### config.mk
export PLATFORM = sky130hd
export DESIGN_NAME = binary_to_ascii_decimal8_top
export DESIGN_NICKNAME = d
export VERILOG_FILES = /design/src/rtl/b2ad_pkg.sv /design/src/rtl/b2ad_cell.sv /design/src/rtl/binary_to_ascii_decimal8_top.sv
export SDC_FILE = /design/constraint.sdc
export NUM_CORES = 1
export LEC_CHECK = 0
export ABC_AREA = 1
export BUFFER_PORTS_ARGS = -buffer_cell sky130_fd_sc_hd__buf_2
export CELL_PAD_IN_SITES_DETAIL_PLACEMENT = 1
export CELL_PAD_IN_SITES_GLOBAL_PLACEMENT = 1
export CORE_AREA = 4 4 308 310
export DETAILED_ROUTE_END_ITERATION = 7
export DIE_AREA = 0 0 312 314
export GPL_TIMING_DRIVEN = 0
export PLACE_DENSITY = 0.82
export SYNTH_ARGS = -nofsm -noshare
export SYNTH_HDL_FRONTEND = slang
export SYNTH_SLANG_ARGS = --single-unit
### constraint.sdc
create_clock -name clk -period 8.65 [get_ports clk]
set_clock_uncertainty 0.2 [all_clocks]
set_input_delay 2.1625 -clock clk [delete_from_list [all_inputs] [get_ports clk]]
set_output_delay 2.1625 -clock clk [all_outputs]
set_load 0.1 [all_outputs]
### src/rtl/b2ad_pkg.sv
// b2ad_pkg: shared widths, types and digit helpers for the binary to ascii decimal converter
// used by b2ad_cell and binary_to_ascii_decimal8_top; depends on nothing

package b2ad_pkg;

  localparam int VALUE_W    = 32;
  localparam int NUM_DIGITS = 8;
  localparam int DIGIT_W    = 4;
  localparam int BCD_W      = NUM_DIGITS * DIGIT_W;
  localparam int CHAR_W     = 6;
  localparam int NUM_CELLS  = VALUE_W;

  localparam logic [CHAR_W-1:0]  ASCII_ZERO = CHAR_W'(48);
  localparam logic [DIGIT_W-1:0] DIGIT_MAX  = DIGIT_W'(9);
  localparam logic [DIGIT_W-1:0] ADJ_LIMIT  = DIGIT_W'(5);
  localparam logic [DIGIT_W-1:0] ADJ_ADD    = DIGIT_W'(3);

  typedef struct packed {
    logic [BCD_W-1:0]   bcd;
    logic [VALUE_W-1:0] bin;
  } dd_word_t;

  typedef struct packed {
    logic     valid;
    dd_word_t word;
  } dd_fwd_t;

  function automatic logic [DIGIT_W-1:0] digit_adjust(input logic [DIGIT_W-1:0] d);
    logic [DIGIT_W-1:0] r;
    r = (d >= ADJ_LIMIT) ? DIGIT_W'(d + ADJ_ADD) : d;
    return r;
  endfunction

  function automatic logic [CHAR_W-1:0] digit_to_char(input logic [DIGIT_W-1:0] d);
    logic [CHAR_W-1:0] r;
    r = ASCII_ZERO + CHAR_W'(d);
    return r;
  endfunction

endpackage

### src/rtl/b2ad_cell.sv
// b2ad_cell: one shift-and-add-3 step of the binary to bcd conversion, with its own register
// depends on b2ad_pkg

module b2ad_cell (
  input  logic              clk,
  input  logic              rst,
  input  b2ad_pkg::dd_fwd_t up,
  output logic              up_ready,
  output b2ad_pkg::dd_fwd_t down,
  input  logic              down_ready
);
  import b2ad_pkg::*;

  logic     valid;
  dd_word_t word;
  dd_word_t word_next;
  logic [BCD_W-1:0] adj;

  always_comb begin
    for (int i = 0; i < NUM_DIGITS; i++) begin
      adj[i*DIGIT_W +: DIGIT_W] = digit_adjust(up.word.bcd[i*DIGIT_W +: DIGIT_W]);
    end
    word_next.bcd = {adj[BCD_W-2:0], up.word.bin[VALUE_W-1]};
    word_next.bin = {up.word.bin[VALUE_W-2:0], 1'b0};
  end

  assign up_ready = !valid || down_ready;

  always_ff @(posedge clk) begin
    if (rst) begin
      valid <= 1'b0;
    end else if (up_ready) begin
      valid <= up.valid;
    end
    if (up_ready && up.valid) begin
      word <= word_next;
    end
  end

  assign down.valid = valid;
  assign down.word  = word;

  // held word stays put while downstream is blocked
  assert property (@(posedge clk) disable iff (rst)
    valid && !down_ready |=> valid && $stable(word))
    else $error("cell lost or changed a held word");

  // only a full, blocked cell refuses a transfer
  assert property (@(posedge clk) disable iff (rst)
    !up_ready |-> valid && !down_ready)
    else $error("cell stalled while able to move");

  // every bcd digit held stays a decimal digit
  assert property (@(posedge clk) disable iff (rst)
    valid |-> (word.bcd[3:0] <= DIGIT_MAX) && (word.bcd[7:4] <= DIGIT_MAX)
      && (word.bcd[11:8] <= DIGIT_MAX) && (word.bcd[15:12] <= DIGIT_MAX)
      && (word.bcd[19:16] <= DIGIT_MAX) && (word.bcd[23:20] <= DIGIT_MAX)
      && (word.bcd[27:24] <= DIGIT_MAX) && (word.bcd[31:28] <= DIGIT_MAX))
    else $error("cell holds a non-decimal digit");

endmodule

### src/rtl/binary_to_ascii_decimal8_top.sv
// binary_to_ascii_decimal8_top: 32-bit binary to eight ascii decimal characters
// row of b2ad_cell stages, one per input bit; depends on b2ad_pkg and b2ad_cell
//
//  channel | direction | handshake           | payload
//  --------+-----------+---------------------+---------------------------
//  in      | sink      | in_valid / in_stall   | value[31:0]
//  out     | source    | out_valid / out_stall | char_pos0..char_pos7 [5:0]
//
// one transfer per cycle in and out when not stalled
// a value passes through one registered cell per input bit
// each cell moves on when its neighbor is empty or moving, so bubbles close up
// rst is synchronous and empties every cell; no clearing pass
// out_stall backs up through full cells to in_stall in the same cycle

module binary_to_ascii_decimal8_top (
  input  logic                          clk,
  input  logic                          rst,
  input  logic                          in_valid,
  output logic                          in_stall,
  input  logic [b2ad_pkg::VALUE_W-1:0]  value,
  output logic                          out_valid,
  input  logic                          out_stall,
  output logic [b2ad_pkg::CHAR_W-1:0]   char_pos0,
  output logic [b2ad_pkg::CHAR_W-1:0]   char_pos1,
  output logic [b2ad_pkg::CHAR_W-1:0]   char_pos2,
  output logic [b2ad_pkg::CHAR_W-1:0]   char_pos3,
  output logic [b2ad_pkg::CHAR_W-1:0]   char_pos4,
  output logic [b2ad_pkg::CHAR_W-1:0]   char_pos5,
  output logic [b2ad_pkg::CHAR_W-1:0]   char_pos6,
  output logic [b2ad_pkg::CHAR_W-1:0]   char_pos7
);
  import b2ad_pkg::*;

  dd_fwd_t fwd   [NUM_CELLS+1];
  logic    ready [NUM_CELLS+1];
  logic [BCD_W-1:0] bcd;

  assign fwd[0].valid    = in_valid;
  assign fwd[0].word.bcd = '0;
  assign fwd[0].word.bin = value;
  assign in_stall        = !ready[0];
  assign ready[NUM_CELLS] = !out_stall;

  for (genvar k = 0; k < NUM_CELLS; k++) begin : g_cell
    b2ad_cell u_cell (
      .clk        (clk),
      .rst        (rst),
      .up         (fwd[k]),
      .up_ready   (ready[k]),
      .down       (fwd[k+1]),
      .down_ready (ready[k+1])
    );
  end

  assign out_valid = fwd[NUM_CELLS].valid;
  assign bcd       = fwd[NUM_CELLS].word.bcd;

  assign char_pos0 = digit_to_char(bcd[31:28]);
  assign char_pos1 = digit_to_char(bcd[27:24]);
  assign char_pos2 = digit_to_char(bcd[23:20]);
  assign char_pos3 = digit_to_char(bcd[19:16]);
  assign char_pos4 = digit_to_char(bcd[15:12]);
  assign char_pos5 = digit_to_char(bcd[11:8]);
  assign char_pos6 = digit_to_char(bcd[7:4]);
  assign char_pos7 = digit_to_char(bcd[3:0]);

endmodule

* Word-level counts from Yosys, hierarchy flattened
Cells that the tools add are included.
** Storage, ports and cells
- Bits in registers :: 1409
- Input bits :: 36
- Output and inout port bits :: 50
- Word-level logic and storage cells :: 869
** Cells by class
- Add/subtract/negate cells :: 228
- $lt $le $gt $ge :: 220
- Multiplexer cells :: 220
- Reduce and logical (&&, ||, !) cells :: 98
** Operators by type and width (number)
- $ge A4 B3 Y1 const B :: 212
- $add A4 B2 Y4 const B :: 189
- $mux W4 :: 189
- $add A3 B2 Y3 const B :: 23
- $mux W3 :: 23
- $add A5 B5 Y6 const A :: 8
- $logic_not A1 Y1 :: 34
- $logic_and A1 B1 Y1 :: 32
- $logic_or A1 B1 Y1 :: 32
- $add A1 B2 Y3 const AB :: 7
- $ge A1 B3 Y1 const AB :: 7
- $mux W1 :: 8
- $add A1 B2 Y3 const B :: 1
- $ge A1 B3 Y1 const B :: 1

* Depth between registers and ports, before layout
Gate-level depths: netlist of the first run.
- Depth after elaboration :: 34
- Gate-level depth with buffers :: 19
- Mapped depth without buffers :: 19

* Hierarchy
A second synthesis of the first run with hierarchy kept.
** Unflattened totals
- Cell total of the unflattened synthesis :: 7700
- Area total of the unflattened synthesis :: 91703.0 sq um
** Modules (own cells, without submodules)
- b2ad_cell :: times used 32, cells an instance 240, area each 2861.5 sq um, seq. area each 1911.8 sq um
- binary_to_ascii_decimal8_top :: times used 1, cells an instance 20, area each 135.1 sq um, seq. area each 0.0 sq um

* Worst setup path after synthesis of the first run
Ideal clock, no wire load.
- Path type :: in2out
- Start :: input port out_stall
- End :: output port in_stall
- Arrival time :: 4401 ps
- Data required time :: 6287 ps
- Slack :: 1887 ps
- Stages :: 18
- Cell sequence :: nand2_2 -> nor2_4 -> nand4_4 -> nor2_4 -> nand4_4 -> nor2_4 -> nand4_4 -> nor2_4 -> nand4_4 -> nor2_4 -> nand4_4 -> nor2_4 -> nand4_4 -> nor2_4 -> nand4_4 -> nor2_4 -> nand3_2 -> inv_2
** Between the ends
- Word-level cells in the longest chain between the ends :: 34
** Ends and longest elaborated chain
- start: declaration :: line binary_to_ascii_decimal8_top.sv:22 : input logic out_stall,
- $logic_not A1 Y1 :: line binary_to_ascii_decimal8_top.sv:42 : assign ready[NUM_CELLS] = !out_stall;
- $logic_or A1 B1 Y1 (32 in a row) :: line b2ad_cell.sv:27 : assign up_ready = !valid || down_ready;
- $logic_not A1 Y1 :: line binary_to_ascii_decimal8_top.sv:41 : assign in_stall = !ready[0];
- end: declaration :: line binary_to_ascii_decimal8_top.sv:19 : output logic in_stall,
No other way between the ends.

* Worst setup path in the final report of the first run
Same ends and word-level chain as after synthesis.

==> flow_summary.json, run 1 <==
{
  "cp_num_cells": 20,
  "startpoint": "out_stall",
  "leakagePower_nw": 21.88,
  "globalRoute.totalOverflow": 0,
  "number_of_nets_still_failing_antenna_checks_after_routing": 0,
  "slew_violations": 0,
  "setup.worst_path.end": "in_stall",
  "outcome": "finished clean",
  "cts_root_buffer": "clkbuf_16",
  "die-area_sq_um": 97970,
  "cpLargestDelayFamily": "simple AND/OR/NAND/NOR gates",
  "rr_worst_depth": 19,
  "cp_slowest_cell": "buf_2",
  "flow.area_growth_from_synthesis_pct": 12.16,
  "final-setup-viol-count": 0,
  "crit_top_cell": "nor2_4",
  "num_rows": 111,
  "hold_buffers": 0,
  "drt_drc_violations_left": 0,
  "cts_setup_buffers": 0,
  "crit_fanout": 4,
  "synthesis.yosys.warnings": 0,
  "initial_core_utilization_pct": 54.74,
  "synth.top_cell.area_share_pct": 67.98,
  "yosys.cell_types.count": 24,
  "die_w_um": 312,
  "finalCriticalPeriod_ps": 7535,
  "setup_tns_ps": 0,
  "post_cts_resize_count": 0,
  "drt_pass1_iterations": 5,
  "p_total_mw": 11.14,
  "synth.yosys.seq_area_share_pct": 69.26,
  "grt_setup_unrepaired": "no",
  "drv.max_cap_violation_count": 0,
  "path_cells": "buf_2 -> nand2_2 -> nor2_4 -> nand4_4 -> nor2_4 -> nand4_4 -> nor2_4 -> nand4_4 -> nor2_4 -> nand4_4 -> nor2_4 -> nand4_4 -> nor2_4 -> nand4_4 -> nor2_4 -> nand4_4 -> nor2_4 -> nand3_2 -> inv_2 -> buf_2",
  "routabilityCongestion": 0.7676,
  "worst_hold_slack_ps": 208.2,
  "antenna_violations_before_repair": 0,
  "vias_in_the_first_global_route": 32890,
  "max_slew.worst_pin.slew_ps": 1274,
  "most_common_cell_after_layout_fill_and_taps_aside": "edfxtp_1",
  "cts_inserted_buffers": 117,
  "tritoncts_num_sinks": 1168,
  "num_antenna_cells": 0,
  "clk_pin_slew_worst_paths_ps": 60,
  "clkLatencyLatePin_ps": 700,
  "cts.path.max_buffers": 3,
  "floorplan.io_pins": 86,
  "critPathKind": "input port to primary output",
  "powerDensity_nw_per_um2": 197.9,
  "grt_pass1_wl_um": 158700,
  "post_dp_cell_area_sq_um": 52530,
  "fmaxAchievable_mhz": 132.7,
  "avgSynthCellArea_sq_um": 12.82,
  "finish.net_count": 4473,
  "cp-end-kind": "primary output",
  "netlist_instances": 3915,
  "cts-htree-levels": 3,
  "worst_ir_drop_vdd_uv": 302.8,
  "worst_r2r_endpoint": "g_cell[2].u_cell.down[27]",
  "setup.reg_to_reg.worst_slack_ps": 4650,
  "hold_crit_depth": 0,
  "syn-cell-area_sq_um": 50180,
  "crit_path_max_incr_delay_ps": 430,
  "max_slew_margin_pct": 14.98,
  "critical_path.startpoint_type": "input port",
  "grt_start_max_net_pins": 40,
  "post-route-cell-area_sq_um": 56280,
  "detailedPlacementHpwl_um": 66830,
  "final_wirelength_um": 96830,
  "core_region_area_sq_um": 91660,
  "yosysTopAreaCell": "edfxtp_1",
  "cts_tree": "built",
  "timing.final.crit_share_pct": 87.11,
  "reg2reg_from": "g_cell[31].u_cell.valid",
  "yosys-top-cells-area": "edfxtp_1, ha_1, inv_1, a21oi_1, o21ai_0",
  "wl_per_cell_um": 17.85,
  "initialDrtViolationCount": 1376,
  "global_route.usage.total_pct": 19.81,
  "port_buffers": 69,
  "cp.buffers_inverters": 3,
  "drive_above_1_share_pct": 9.934,
  "report.final.hold_viol_count": 0,
  "holdCritPathClass": "flip-flop to flip-flop",
  "routed-via-count": 28740,
  "data_required_time_at_the_worst_endpoint_ps": 6290,
  "critPathArrivalTime_ps": 5170,
  "routed_via_density": 5.298,
  "synth.ff_latch_count": 1168,
  "layout_common_cells": "edfxtp_1, inv_1, a21oi_1",
  "chipHeight_um": 314
}
## registers in the layout (all words and copies together) (netlist names)
| name | flops |
|---|---|
| g_cell.u_cell.down | 1136 |
| g_cell.u_cell.valid | 32 |
## stage by stage
step / setup slack (ps) / utilization [%] / std cells
2_1_floorplan: 1887 / - / 3930
3_3_place_gp: 1408 / 56.80 / 5185
3_5_place_dp: 1068 / 57.31 / 5201
4_1_cts: 1050 / 61.36 / 5422
5_1_grt: 844.0 / 61.40 / 5424
6_report: 1115 / 61.40 / 5424
## logic make-up (layout without fill, tap and decap cells)
logic type / Yosys count / after routing / share of synthesized area, %
compound gates: 804 / 804 / 8.386
xor+xnor: 148 / 148 / 2.583
fa+ha+maj: 301 / 301 / 7.505
buf+inv: 690 / 998 / 5.521
flops: 1168 / 1168 / 69.26
other cells: 1 / 16 / 0.007473
simple gates: 803 / 803 / 6.737
## report_power, final
| part | switching, mW | total, mW | internal (mW) | leakage (nW) |
|---|---|---|---|---|
| Clock | 2.13 | 4.88 | 2.75 | 1.82 |
| Combinational | 0.0581 | 0.0743 | 0.0162 | 9.53 |
| Sequential | 0.0145 | 6.19 | 6.17 | 10.5 |
| Total | 2.20 | 11.1 | 8.94 | 21.9 |
## worst register-to-register path, delay by kind of cell (launching register included)
kind	cells	cell delay, ps
buffers and inverters	2	600
and+or+nand+nor	17	2310
DFF	1	410
## routing by layer
| layer | part of all wire [%] | wire length [um] | global-route usage, % |
|---|---|---|---|
| met2 | 61 | 58610 | 42.84 |
| met1 | 34 | 32570 | 18.12 |
| met5 | 0 | 0 | 0 |
| met3 | 2.8 | 2673 | 2.791 |
| met4 | 3.1 | 2975 | 7.111 |
## how the worst min path moves through the flow
stage / slack [ps] / startpoint / end
CTS: 210 / g_cell[3].u_cell.down[6] / g_cell[4].u_cell.down[7]
finish: 210 / g_cell[3].u_cell.down[6] / g_cell[4].u_cell.down[7]
global route: 210 / g_cell[3].u_cell.down[6] / g_cell[4].u_cell.down[7]
detailed placement: 210 / g_cell[1].u_cell.down[29] / g_cell[2].u_cell.down[30]
global placement: 200 / g_cell[10].u_cell.down[28] / g_cell[11].u_cell.down[29]
floorplan: 200 / g_cell[9].u_cell.down[10] / g_cell[10].u_cell.down[11]
## synth_stat cells
cell and n:
dfxtp_1 32, inv_2 1, o21a_1 1, xor2_1 148, nand2_1 313, o21ai_0 334, a21oi_1 396, a211oi_1 67
o31ai_1 3, nand4_4 7, nor2_4 8, edfxtp_1 1136, or2_2 69, nand2_2 1, nor2_1 403, a21oi_2 1
nand3_2 1, o22ai_1 2, nor2_2 1, buf_4 48, ha_1 301, inv_1 638, conb_1 1, clkbuf_1 3
## layout make-up
class                      count  area (sq um)
buffer                        51         371.6
clock buffer                 142          3053
clock inverter                79         653.1
fill                        8921         35380
inverter                     639          2399
multi-input combinational   2072         12850
sequential                  1168         34750
tap                         1186          1484
timing repair buffer          87         713.2
Power figures use the tool's default switching activity.
==> run 2: changes to the inputs <==
--- a/config.mk
+++ b/config.mk
@@ -9,11 +9,11 @@
 export BUFFER_PORTS_ARGS = -buffer_cell sky130_fd_sc_hd__buf_2
 export CELL_PAD_IN_SITES_DETAIL_PLACEMENT = 1
 export CELL_PAD_IN_SITES_GLOBAL_PLACEMENT = 1
-export CORE_AREA = 4 4 308 310
+export CORE_AREA = 4 4 305 307
 export DETAILED_ROUTE_END_ITERATION = 7
-export DIE_AREA = 0 0 312 314
+export DIE_AREA = 0 0 309 311
 export GPL_TIMING_DRIVEN = 0
-export PLACE_DENSITY = 0.82
+export PLACE_DENSITY = 0.84
 export SYNTH_ARGS = -nofsm -noshare
 export SYNTH_HDL_FRONTEND = slang
 export SYNTH_SLANG_ARGS = --single-unit
==> run 2 against run 1 <==
Effect of this change: sequential share of layout area down 0.14 points; critical path depth unchanged; non-clock buffer count increased by 2; core utilization grew 1.3 points; first-iteration DRC count rose by 21%; clock-buffer cell count rose by 6; sequential cell count did not move; critical endpoint unchanged; largest cell class unchanged.
==> flow_summary.json, run 2 (synthesized netlist as in run 1, its figures left out) <==
{
  "max_slew_margin_pct": 32.62,
  "grt_start_max_net_pins": 40,
  "num_antenna_cells": 0,
  "number_of_nets_still_failing_antenna_checks_after_routing": 0,
  "routed-via-count": 29150,
  "cts_setup_buffers": 0,
  "worst_ir_drop_vdd_uv": 357.6,
  "floorplan.io_pins": 86,
  "cts.path.max_buffers": 3,
  "critPathArrivalTime_ps": 5220,
  "port_buffers": 69,
  "routabilityCongestion": 0.7593,
  "drt_pass1_iterations": 5,
  "clkLatencyLatePin_ps": 710,
  "num_rows": 110,
  "grt_setup_unrepaired": "no",
  "most_common_cell_after_layout_fill_and_taps_aside": "edfxtp_1",
  "drv.max_cap_violation_count": 0,
  "finish.net_count": 4476,
  "initialDrtViolationCount": 1668,
  "max_slew.worst_pin.slew_ps": 1008,
  "layout_common_cells": "edfxtp_1, inv_1, a21oi_1",
  "cts-htree-levels": 3,
  "largest_register_ff_count": 1136,
  "die_w_um": 309,
  "fmaxAchievable_mhz": 131.9,
  "crit_path_max_incr_delay_ps": 430,
  "tritoncts_num_sinks": 1168,
  "grt_pass1_wl_um": 165700,
  "cts_tree": "built",
  "clk_pin_slew_worst_paths_ps": 60,
  "outcome": "finished clean",
  "final_wirelength_um": 102800,
  "cts_root_buffer": "clkbuf_16",
  "cts_inserted_buffers": 118,
  "critPathKind": "input port to primary output",
  "slew_violations": 0,
  "powerDensity_nw_per_um2": 200.0,
  "detailedPlacementHpwl_um": 69130,
  "timing.final.crit_share_pct": 87.62,
  "grt_use_met2_pct": 45.13,
  "hold_buffers": 0,
  "initial_core_utilization_pct": 55.75,
  "cp-end-kind": "primary output",
  "report.final.hold_viol_count": 0,
  "routed_via_density": 5.378,
  "final-setup-viol-count": 0,
  "chipHeight_um": 311,
  "path_cells": "buf_2 -> nand2_2 -> nor2_4 -> nand4_4 -> nor2_4 -> nand4_4 -> nor2_4 -> nand4_4 -> nor2_4 -> nand4_4 -> nor2_4 -> nand4_4 -> nor2_4 -> nand4_4 -> nor2_4 -> nand4_4 -> nor2_4 -> nand3_2 -> inv_2 -> buf_2",
  "crit_top_cell": "nor2_4",
  "core_region_area_sq_um": 90010,
  "globalRoute.totalOverflow": 0,
  "die-area_sq_um": 96100,
  "flow.area_growth_from_synthesis_pct": 12.42,
  "data_required_time_at_the_worst_endpoint_ps": 6290,
  "global_route.usage.total_pct": 21.45,
  "holdCritPathClass": "flip-flop to flip-flop",
  "groute.layer.met1.usage_pct": 20.11,
  "finalCriticalPeriod_ps": 7579,
  "drt_drc_violations_left": 0,
  "most_crowded_layer_gr": "met2",
  "worst_hold_slack_ps": 205.3,
  "drive_above_1_share_pct": 9.943,
  "setup_tns_ps": 0,
  "vias_in_the_first_global_route": 32910,
  "wl_per_cell_um": 18.96,
  "grt_use_met3_pct": 3.083,
  "crit_fanout": 4,
  "leakagePower_nw": 21.95,
  "critical_path.startpoint_type": "input port",
  "post_cts_resize_count": 0,
  "setup.reg_to_reg.worst_slack_ps": 4830,
  "antenna_violations_before_repair": 1,
  "cp_slowest_cell": "buf_2"
}
-- run 2: cell count changes in the layout (fill, tap and decap cells not counted), moves of 2 or more --
| cell | previous run | this run |
|---|---|---|
| clkinv_1 | 31 | 33 |
| clkbuf_1 | 26 | 29 |
| clkinv_2 | 33 | 28 |
| bufinv_16 | 8 | 10 |
| inv_6 | 0 | 3 |
| clkinvlp_4 | 4 | 1 |
| clkinv_8 | 3 | 1 |
| clkbuf_16 | 118 | 120 |
-- run 2: layer usage --
| layer | vias up | routed length (um) |
|---|---|---|
| met1 | 14490 | 34380 |
| li1 | 13860 | - |
| met4 | 0 | 3614 |
| met5 | - | 0 |
| met2 | 529 | 61880 |
| met3 | 267 | 2908 |
-- run 2: path summary, 6_finish.rpt --
path	startpoint	to	cells after the start
setup / recovery	out_stall	in_stall	20
hold / removal	g_cell[9].u_cell.down[30]	g_cell[10].u_cell.down[31]	0
setup reg to reg	g_cell[31].u_cell.valid	g_cell[2].u_cell.down[19]	20
hold reg to reg	g_cell[9].u_cell.down[30]	g_cell[10].u_cell.down[31]	0
-- run 2: cell type report --
type	count	area, sq um
Inverter	639	2399
Fill cell	8728	33600
Multi-Input combinational cell	2072	12850
Timing Repair Buffer	89	760.7
Buffer	51	371.6
Tap cell	1176	1471
Clock buffer	148	3128
Sequential cell	1168	34750
Clock inverter	77	673.1
-- run 2: power breakdown --
| group | switching (mW) | internal [mW] |
|---|---|---|
| Clock | 2.16 | 2.86 |
| Sequential | 0.0151 | 6.17 |
| Combinational | 0.0592 | 0.0172 |
| Total | 2.23 | 9.05 |
-- run 2: stage by stage --
step                      power (mW)  utilization (%)  area, sq um  setup WS (ps)  cells
final                          11.28            62.67        56410           1071   5420
after global routing           11.64            62.67        56410          843.7   5420
after CTS                      11.39            62.57        56320          991.0   5416
after detailed placement       6.379            58.35        52520           1050   5191
after global placement         6.368            57.83        52050           1398   5175
after floorplan                6.350                -        50230           1887   3930
-- run 2: worst max-delay path: cells and delay by family --
family        cells  cell delay (ps)
buf+inv           3              660
simple gates     17             2370
